==> src/rtl/csm_pkg.sv <==
// shared types, constants and helpers for the case-insensitive substring matcher
package csm_pkg;

    localparam int NEEDLE_MAX = 16;
    localparam int NEEDLE_W   = 8 * NEEDLE_MAX;
    localparam int LEN_W      = $clog2(NEEDLE_MAX + 1);
    localparam int IDX_W      = (NEEDLE_MAX > 1) ? $clog2(NEEDLE_MAX) : 1;
    localparam int POS_W      = 16;
    localparam int START_W    = 16;
    localparam int CNT_W      = 16;
    localparam int CFG_W      = 64;
    localparam int CFG_IDX_W  = 2;
    localparam int RES_DEPTH  = 4;
    localparam int RES_PTR_W  = $clog2(RES_DEPTH);

    typedef enum logic [CFG_IDX_W-1:0] {
        CFG_NEEDLE_LOW  = 2'd0,
        CFG_NEEDLE_HIGH = 2'd1,
        CFG_NEEDLE_LEN  = 2'd2
    } t_cfg_index;

    typedef enum logic {
        KIND_MATCH   = 1'b0,
        KIND_SUMMARY = 1'b1
    } t_kind;

    typedef struct packed {
        t_kind              kind;
        logic [START_W-1:0] start;
        logic [CNT_W-1:0]   total;
        logic               any;
        logic               last;
    } t_result;

    // up to two results leave the matcher for one text byte
    typedef struct packed {
        logic    push0;
        logic    push1;
        t_result res0;
        t_result res1;
    } t_push;

    // fold ascii lower case letters to upper case
    function automatic logic [7:0] fold_byte(input logic [7:0] c);
        logic [7:0] r;
        r = c;
        if (c inside {[8'h61:8'h7A]}) begin
            r = c - 8'h20;
        end
        return r;
    endfunction

endpackage

==> src/rtl/csm_matcher.sv <==
// text window, parallel needle compare and match bookkeeping
module csm_matcher (
    input  logic                           i_clk,
    input  logic                           i_rst_n,
    input  logic                           i_accept,
    input  logic [7:0]                     i_byte,
    input  logic                           i_last,
    input  logic [csm_pkg::NEEDLE_W-1:0]   i_needle,
    input  logic [csm_pkg::LEN_W-1:0]      i_len,
    output csm_pkg::t_push                 o_push
);

    logic [7:0]                  r_win [csm_pkg::NEEDLE_MAX];
    logic [7:0]                  n_win [csm_pkg::NEEDLE_MAX];
    logic [csm_pkg::LEN_W-1:0]   r_filled, n_filled;
    logic [csm_pkg::IDX_W-1:0]   r_blocked, n_blocked;
    logic [csm_pkg::POS_W-1:0]   r_pos, n_pos;
    logic [csm_pkg::CNT_W-1:0]   r_total, n_total;

    logic                        cmp_ok;
    logic                        hit;
    logic [csm_pkg::LEN_W-1:0]   len_m1;
    logic [csm_pkg::LEN_W-1:0]   idx_full;
    logic [csm_pkg::POS_W-1:0]   start;
    csm_pkg::t_result            match_res;
    csm_pkg::t_result            sum_res;

    always_comb begin
        n_win[0] = csm_pkg::fold_byte(i_byte);
        for (int k = 1; k < csm_pkg::NEEDLE_MAX; k++) begin
            n_win[k] = r_win[k-1];
        end

        n_filled = (r_filled < csm_pkg::LEN_W'(csm_pkg::NEEDLE_MAX)) ?
                   r_filled + 1'b1 : r_filled;

        // needle byte k lines up with window entry len-1-k
        cmp_ok   = 1'b1;
        idx_full = '0;
        for (int k = 0; k < csm_pkg::NEEDLE_MAX; k++) begin
            if (csm_pkg::LEN_W'(k) < i_len) begin
                idx_full = i_len - 1'b1 - csm_pkg::LEN_W'(k);
                if (n_win[idx_full[csm_pkg::IDX_W-1:0]] !=
                    csm_pkg::fold_byte(i_needle[8*k +: 8])) begin
                    cmp_ok = 1'b0;
                end
            end
        end

        hit    = (n_filled >= i_len) && (r_blocked == '0) && cmp_ok;
        len_m1 = i_len - 1'b1;
        start  = (r_pos >= csm_pkg::POS_W'(len_m1)) ?
                 r_pos - csm_pkg::POS_W'(len_m1) : '0;

        n_total = r_total;
        if (hit && (r_total != '1)) begin
            n_total = r_total + 1'b1;
        end

        if (hit) begin
            n_blocked = len_m1[csm_pkg::IDX_W-1:0];
        end else if (r_blocked != '0) begin
            n_blocked = r_blocked - 1'b1;
        end else begin
            n_blocked = r_blocked;
        end

        n_pos = (r_pos != '1) ? r_pos + 1'b1 : r_pos;

        match_res.kind  = csm_pkg::KIND_MATCH;
        match_res.start = csm_pkg::START_W'(start);
        match_res.total = n_total;
        match_res.any   = 1'b1;
        match_res.last  = !i_last;

        sum_res.kind    = csm_pkg::KIND_SUMMARY;
        sum_res.start   = '0;
        sum_res.total   = n_total;
        sum_res.any     = (n_total != '0);
        sum_res.last    = 1'b1;

        o_push.push0 = i_accept && (hit || i_last);
        o_push.push1 = i_accept && hit && i_last;
        o_push.res0  = hit ? match_res : sum_res;
        o_push.res1  = sum_res;

        // end of text clears the run state
        if (i_last) begin
            n_filled  = '0;
            n_blocked = '0;
            n_pos     = '0;
            n_total   = '0;
        end
    end

    always_ff @(posedge i_clk) begin
        if (!i_rst_n) begin
            r_filled  <= '0;
            r_blocked <= '0;
            r_pos     <= '0;
            r_total   <= '0;
        end else if (i_accept) begin
            r_filled  <= n_filled;
            r_blocked <= n_blocked;
            r_pos     <= n_pos;
            r_total   <= n_total;
        end
    end

    always_ff @(posedge i_clk) begin
        if (i_accept) begin
            for (int k = 0; k < csm_pkg::NEEDLE_MAX; k++) begin
                r_win[k] <= n_win[k];
            end
        end
    end

    a_clear_after_last: assert property (@(posedge i_clk) disable iff (!i_rst_n)
        (i_accept && i_last) |=> (r_pos == '0 && r_total == '0 && r_filled == '0))
        else $error("run state not cleared after end of text");

    a_second_needs_first: assert property (@(posedge i_clk) disable iff (!i_rst_n)
        o_push.push1 |-> (o_push.push0 && o_push.res0.kind == csm_pkg::KIND_MATCH))
        else $error("summary pushed second without a match first");

    a_blocked_bound: assert property (@(posedge i_clk) disable iff (!i_rst_n)
        (r_blocked != '0) |-> (r_filled != '0))
        else $error("overlap guard active on an empty window");

endmodule

==> src/rtl/csm_res_fifo.sv <==
// small result queue between the matcher and the output stream
module csm_res_fifo (
    input  logic              i_clk,
    input  logic              i_rst_n,
    input  csm_pkg::t_push    i_push,
    output logic              o_room,
    output logic              o_valid,
    output csm_pkg::t_result  o_res,
    input  logic              i_ready
);

    csm_pkg::t_result                r_mem [csm_pkg::RES_DEPTH];
    logic [csm_pkg::RES_PTR_W-1:0]   r_wr_ptr, n_wr_ptr;
    logic [csm_pkg::RES_PTR_W-1:0]   r_rd_ptr, n_rd_ptr;
    logic [csm_pkg::RES_PTR_W:0]     r_count, n_count;
    logic [csm_pkg::RES_PTR_W-1:0]   wr_ptr1;
    logic                            pop;

    always_comb begin
        o_valid  = (r_count != '0);
        o_res    = r_mem[r_rd_ptr];
        // two free slots cover the worst case of one byte
        o_room   = (r_count <= (csm_pkg::RES_PTR_W+1)'(csm_pkg::RES_DEPTH - 2));
        pop      = o_valid && i_ready;
        wr_ptr1  = r_wr_ptr + 1'b1;
        n_wr_ptr = r_wr_ptr + csm_pkg::RES_PTR_W'(i_push.push0)
                            + csm_pkg::RES_PTR_W'(i_push.push1);
        n_rd_ptr = r_rd_ptr + csm_pkg::RES_PTR_W'(pop);
        n_count  = r_count + (csm_pkg::RES_PTR_W+1)'(i_push.push0)
                           + (csm_pkg::RES_PTR_W+1)'(i_push.push1)
                           - (csm_pkg::RES_PTR_W+1)'(pop);
    end

    always_ff @(posedge i_clk) begin
        if (!i_rst_n) begin
            r_wr_ptr <= '0;
            r_rd_ptr <= '0;
            r_count  <= '0;
        end else begin
            r_wr_ptr <= n_wr_ptr;
            r_rd_ptr <= n_rd_ptr;
            r_count  <= n_count;
        end
    end

    always_ff @(posedge i_clk) begin
        if (i_push.push0) begin
            r_mem[r_wr_ptr] <= i_push.res0;
        end
        if (i_push.push1) begin
            r_mem[wr_ptr1] <= i_push.res1;
        end
    end

    a_count_bound: assert property (@(posedge i_clk) disable iff (!i_rst_n)
        r_count <= (csm_pkg::RES_PTR_W+1)'(csm_pkg::RES_DEPTH))
        else $error("result queue count beyond depth");

    a_no_overflow: assert property (@(posedge i_clk) disable iff (!i_rst_n)
        i_push.push0 |-> o_room)
        else $error("result pushed without room");

    a_pop_nonempty: assert property (@(posedge i_clk) disable iff (!i_rst_n)
        (pop && !i_push.push0 && r_count == 1) |=> !o_valid)
        else $error("queue not empty after last result taken");

endmodule

==> src/rtl/case_insensitive_substring_matcher_core.sv <==
// top level of the case-insensitive non-overlapping substring matcher
// results: a transferred byte's results are written into the result queue as it transfers
//   and leave it in order; a second result (summary after a match) follows the first
// throughput: one byte per cycle while the master side keeps up; the 4-entry
//   result queue takes a byte whenever two slots are free
// reset: synchronous active-low i_rst_n clears the run state and the queue, sets
//   the needle bytes to zero and the needle length to one
module case_insensitive_substring_matcher_core (
    input  logic                            i_clk,
    input  logic                            i_rst_n,
    // slave side: text bytes
    input  logic                            i_s_tvalid,
    output logic                            o_s_tready,
    input  logic [7:0]                      i_s_tdata,   // text_byte [7:0]
    input  logic                            i_s_tlast,   // end_of_text
    // master side: results
    output logic                            o_m_tvalid,
    input  logic                            i_m_tready,
    output logic [39:0]                     o_m_tdata,   // match_start [15:0],
                                                         // match_total [31:16],
                                                         // any_found [32], zero [39:33]
    output logic                            o_m_tuser,   // result_kind
    output logic                            o_m_tlast,   // last_of_run
    // configuration write port
    input  logic                            i_cfg_wr_en,
    input  logic [csm_pkg::CFG_IDX_W-1:0]   i_cfg_index,
    input  logic [csm_pkg::CFG_W-1:0]       i_cfg_wdata
);

    // configuration registers
    logic [csm_pkg::CFG_W-1:0]      r_needle_low;
    logic [csm_pkg::CFG_W-1:0]      r_needle_high;
    logic [4:0]                     r_needle_len;

    logic [csm_pkg::LEN_W-1:0]      used_len;
    logic [csm_pkg::NEEDLE_W-1:0]   needle;
    logic                           s_accept;
    logic                           room;
    csm_pkg::t_push                 push;
    csm_pkg::t_result               res;

    always_ff @(posedge i_clk) begin
        if (!i_rst_n) begin
            r_needle_low  <= '0;
            r_needle_high <= '0;
            r_needle_len  <= 5'd1;
        end else if (i_cfg_wr_en) begin
            case (csm_pkg::t_cfg_index'(i_cfg_index))
                csm_pkg::CFG_NEEDLE_LOW:  r_needle_low  <= i_cfg_wdata;
                csm_pkg::CFG_NEEDLE_HIGH: r_needle_high <= i_cfg_wdata;
                csm_pkg::CFG_NEEDLE_LEN:  r_needle_len  <= i_cfg_wdata[4:0];
                default: ;
            endcase
        end
    end

    // length in use: zero acts as one, anything past the window as full width
    always_comb begin
        if (r_needle_len == '0) begin
            used_len = csm_pkg::LEN_W'(1);
        end else if (r_needle_len > 5'(csm_pkg::NEEDLE_MAX)) begin
            used_len = csm_pkg::LEN_W'(csm_pkg::NEEDLE_MAX);
        end else begin
            used_len = csm_pkg::LEN_W'(r_needle_len);
        end
        needle = csm_pkg::NEEDLE_W'({r_needle_high, r_needle_low});
    end

    // a byte transfers only when the queue can hold both of its possible results
    assign o_s_tready = room;
    assign s_accept   = i_s_tvalid && room;

    csm_matcher u_matcher (
        .i_clk    (i_clk),
        .i_rst_n  (i_rst_n),
        .i_accept (s_accept),
        .i_byte   (i_s_tdata),
        .i_last   (i_s_tlast),
        .i_needle (needle),
        .i_len    (used_len),
        .o_push   (push)
    );

    csm_res_fifo u_res_fifo (
        .i_clk   (i_clk),
        .i_rst_n (i_rst_n),
        .i_push  (push),
        .o_room  (room),
        .o_valid (o_m_tvalid),
        .o_res   (res),
        .i_ready (i_m_tready)
    );

    // output packing, highest field first
    assign o_m_tdata = {7'd0, res.any, res.total, res.start};
    assign o_m_tuser = res.kind;
    assign o_m_tlast = res.last;

endmodule

==> config.mk <==
export PLATFORM = sky130hd
export DESIGN_NAME = case_insensitive_substring_matcher_core
export DESIGN_NICKNAME = d
export VERILOG_FILES = /design/src/rtl/csm_pkg.sv /design/src/rtl/csm_matcher.sv /design/src/rtl/csm_res_fifo.sv /design/src/rtl/case_insensitive_substring_matcher_core.sv
export SDC_FILE = /design/constraint.sdc
export NUM_CORES = 1
export LEC_CHECK = 0
export ABC_CLOCK_PERIOD_IN_PS = 10350
export BUFFER_PORTS_ARGS = -buffer_cell sky130_fd_sc_hd__buf_2
export CAP_MARGIN = 40
export CORE_ASPECT_RATIO = 0.9
export CORE_UTILIZATION = 55
export DETAILED_ROUTE_END_ITERATION = 10
export PLACE_DENSITY = 0.72
export SKIP_LAST_GASP = 1
export SLEW_MARGIN = 20
export SYNTH_ARGS = -nofsm -noshare
export SYNTH_HDL_FRONTEND = slang
export SYNTH_SLANG_ARGS = --single-unit
==> constraint.sdc <==
create_clock -name i_clk -period 10.35 [get_ports i_clk]
set_input_delay 1.035 -clock i_clk [delete_from_list [all_inputs] [get_ports i_clk]]
set_output_delay 1.035 -clock i_clk [all_outputs]
set_load 0.03 [all_outputs]
==> out/summary.txt <==
Worst Reg-to-Reg Cells: 26
global route total overflow: 0
total negative slack: 0 ns
worst-margin pin slew: 1.17 ns
HPWL after DPL: 76.4 mm
vias per std cell: 6.76
Post-synth top flop: dfxtp_1
post-CTS setup buffers: 0
Area growth syn-to-layout: 10.1%
Worst Hold End: r_needle_low[54]$_SDFFE_PN0P_
CP Launch Type: register
fmax: 110 MHz
layout cells sized above 1: 15.5%
CTS max path bufs: 3
largest net degree at the start of global routing: 107
Mean Syn Cell Area: 9.43 µm²
Initial DRC Count: 3474
Site Rows: 79
Die Area: 54000 µm²
CTS clk-pin slew, worst paths: 0.06 ns
count leader, synth: nand2_1
Seq cells post-synth: 441
Final GP Congestion: 1.05
FF-to-FF Start: r_needle_len[4]$_SDFFE_PN0P_
CTS tree: yes
DRC violations left: 0
Worst EP arrival: 9.35 ns
WS Path Type: reg2reg
CP max stage delay: 0.74 ns
Fin. Hold Viols: 0
Core Region: 52000 µm²
RSZ-0062 raised after global routing: no
kind of end point of the critical path: register
Mapped Area: 29200 µm²
multi-input logic area: 17300 µm²
I/O pins: 124
Critical Path Slowest Stage Cell: a222oi_1
Tot Pwr: 6.11 mW
via count: 26100
Routed Antenna Nets: 0
number of global-route vias before repair: 23600
global-route wire length before repair: 154 mm
HP Class: reg2reg
WL final: 105 mm
Clk Tree Root Cell: clkbuf_16
Post-synth EDFFs: 188
Pwr Density: 190 nW/µm²
number of buffers created by CTS: 49
pre-CTS WS: 1.45 ns
H-Tree Depth: 2
synth cell count leaders: nand2_1, nor2_1, dfxtp_1
Unique masters post-synth: 90
number of setup violations in the final report: 0
Worst Skew: 0.0147 ns
R2R setup slack: 1.23 ns
most frequent CP cell: buf_4
Reg area: 10700 µm²
synthesized instance count: 3094
Worst Path Required: 10.58 ns
final worst slack: 1.23 ns
routed len/inst: 27.1 µm
Lkg Pwr: 11.5 nW
final max-slew violation count: 0
hold path cells: 2
Seq/Total Area, Yosys: 36.7%
initial antenna violation count: 4
Worst slew margin: 21.9%
initial core utilization: 56.1%
YS warnings: 0
largest area contributor in the netlist: edfxtp_1
DR pass1 iterations: 7
peak supply drop: 0.000139 V
share of flip-flops with an asynchronous set or reset: 0%
hold_buf cts: 0
Yosys top cell area share: 19.4%
NumNets Final: 3259
crit path time final: 9.12 ns
hold_ws: 0.475 ns
Port Buf Inserts: 116
Filler cells: 4324
worst r2r dst: u_res_fifo.r_mem[0][11]$_DFFE_PP_
crit path max fanout: 23
Die Ht: 220 µm
hold path startpoint: r_needle_low[54]$_SDFFE_PN0P_
Synth area leaders: edfxtp_1, dfxtp_1, mux4_2, mux2i_1, nand2_1
cts repair resizes: 0
Max-cap violations: 0
Tot GR Track Use: 38.1%
Final Cycle Share: 88.1%
Clock Sinks: 441
width of the die: 245 µm
clock latency on the worst-skew pair: 0.61 ns
run status: complete, no violations
[sequential cells by signal, summed over array words and instances, names as in the netlist]
register and flops:
u_matcher.r_total 16, u_matcher.r_win 120, u_res_fifo.r_wr_ptr 2, u_res_fifo.r_rd_ptr 2, r_needle_high 64, r_needle_len 5
u_res_fifo.r_count 3, u_matcher.r_blocked 4, u_res_fifo.r_mem 140, u_matcher.r_filled 5, u_matcher.r_pos 16, r_needle_low 64
[critical path: cells and delay by family, from the launching register on]
family	cells	cell delay, ns
AOI/OAI and AO/OA	6	2.42
xor gates and xnor gates	1	0.15
adders and majority gates	2	0.66
buffers and inverters	7	2.30
DFF	1	0.42
and+or+nand+nor	10	2.75
[worst max-delay path by stage]
| stage | start | to | depth (start not counted) |
|---|---|---|---|
| 6_report | r_needle_len[4]$_SDFFE_PN0P_ | u_res_fifo.r_mem[0][11]$_DFFE_PP_ | 26 |
| 3_3_place_gp | r_needle_len[4]$_SDFFE_PN0P_ | u_res_fifo.r_mem[0][12]$_DFFE_PP_ | 27 |
| 2_1_floorplan | r_needle_len[4]$_SDFFE_PN0P_ | u_res_fifo.r_mem[2][10]$_DFFE_PP_ | 31 |
| 5_1_grt | r_needle_len[4]$_SDFFE_PN0P_ | u_res_fifo.r_mem[0][12]$_DFFE_PP_ | 26 |
| 4_1_cts | r_needle_len[4]$_SDFFE_PN0P_ | u_res_fifo.r_mem[0][12]$_DFFE_PP_ | 26 |
| 3_5_place_dp | r_needle_len[4]$_SDFFE_PN0P_ | u_res_fifo.r_mem[0][11]$_DFFE_PP_ | 26 |
[layer usage]
metal | up-vias | global-route usage [%] | share of wire [%]
li1 | 11400 | - | -
met3 | 227 | 10.5 | 13
met5 | - | 0 | 0.025
met1 | 12900 | 57.2 | 43
met4 | 4 | 11.8 | 3.3
met2 | 1502 | 52.4 | 41
[where the power goes]
group | leakage (nW) | internal, mW | switching [mW]
Sequential | 3.84 | 2.06 | 0.240
Combinational | 6.88 | 0.782 | 1.23
Clock | 0.800 | 1.04 | 0.757
[cell families (layout without fill, tap and decap cells)]
family,after synthesis,after routing,synth area share [%]
and+or+nand+nor,1043,1043,16.4
AOI/OAI and AO/OA,697,697,16.5
DFF,441,441,36.7
muxes,367,367,18.3
buffers and inverters,315,382,4.43
xor gates and xnor gates,179,179,5.38
adders and majority gates,51,51,2.29
other,1,11,0.0129
[stage by stage]
stage	cell area [µm²]	cells	util, %
after CTS	32000	3848	61.6
final	32100	3859	61.7
after global placement	30200	3739	58.1
after global routing	32100	3855	61.7
after floorplan	29200	3100	-
after detailed placement	30400	3758	58.4
[layout by cell type (no fill, tap or decap), types with 21 or more instances in the layout]
master,n
buf_4,70
nor3_1,65
nor4_1,22
o21ai_0,108
and2_1,34
mux4_2,130
nand3_1,43
ha_1,46
xnor2_1,95
inv_1,83
mux2i_1,208
xor2_1,82
nor2b_1,39
and3_1,21
a22oi_1,38
clkbuf_16,50
a21boi_0,139
nor2_1,262
a211oi_1,48
edfxtp_1,188
a21oi_1,111
a31oi_1,42
dfxtp_1,248
nand2_1,421
nand2b_1,31
buf_2,122
mux2_2,29
[cell type report]
class,count,share of cell area (%)
Multi-Input combinational cell,2344,53.8
Timing Repair Buffer,202,3.92
Sequential cell,441,33.4
Clock inverter,22,0.822
Tap cell,688,2.68
Clock buffer,68,4.29
Antenna cell,4,0.0312
Inverter,90,1.07
Note: power is estimated with default switching activity, not from simulation.
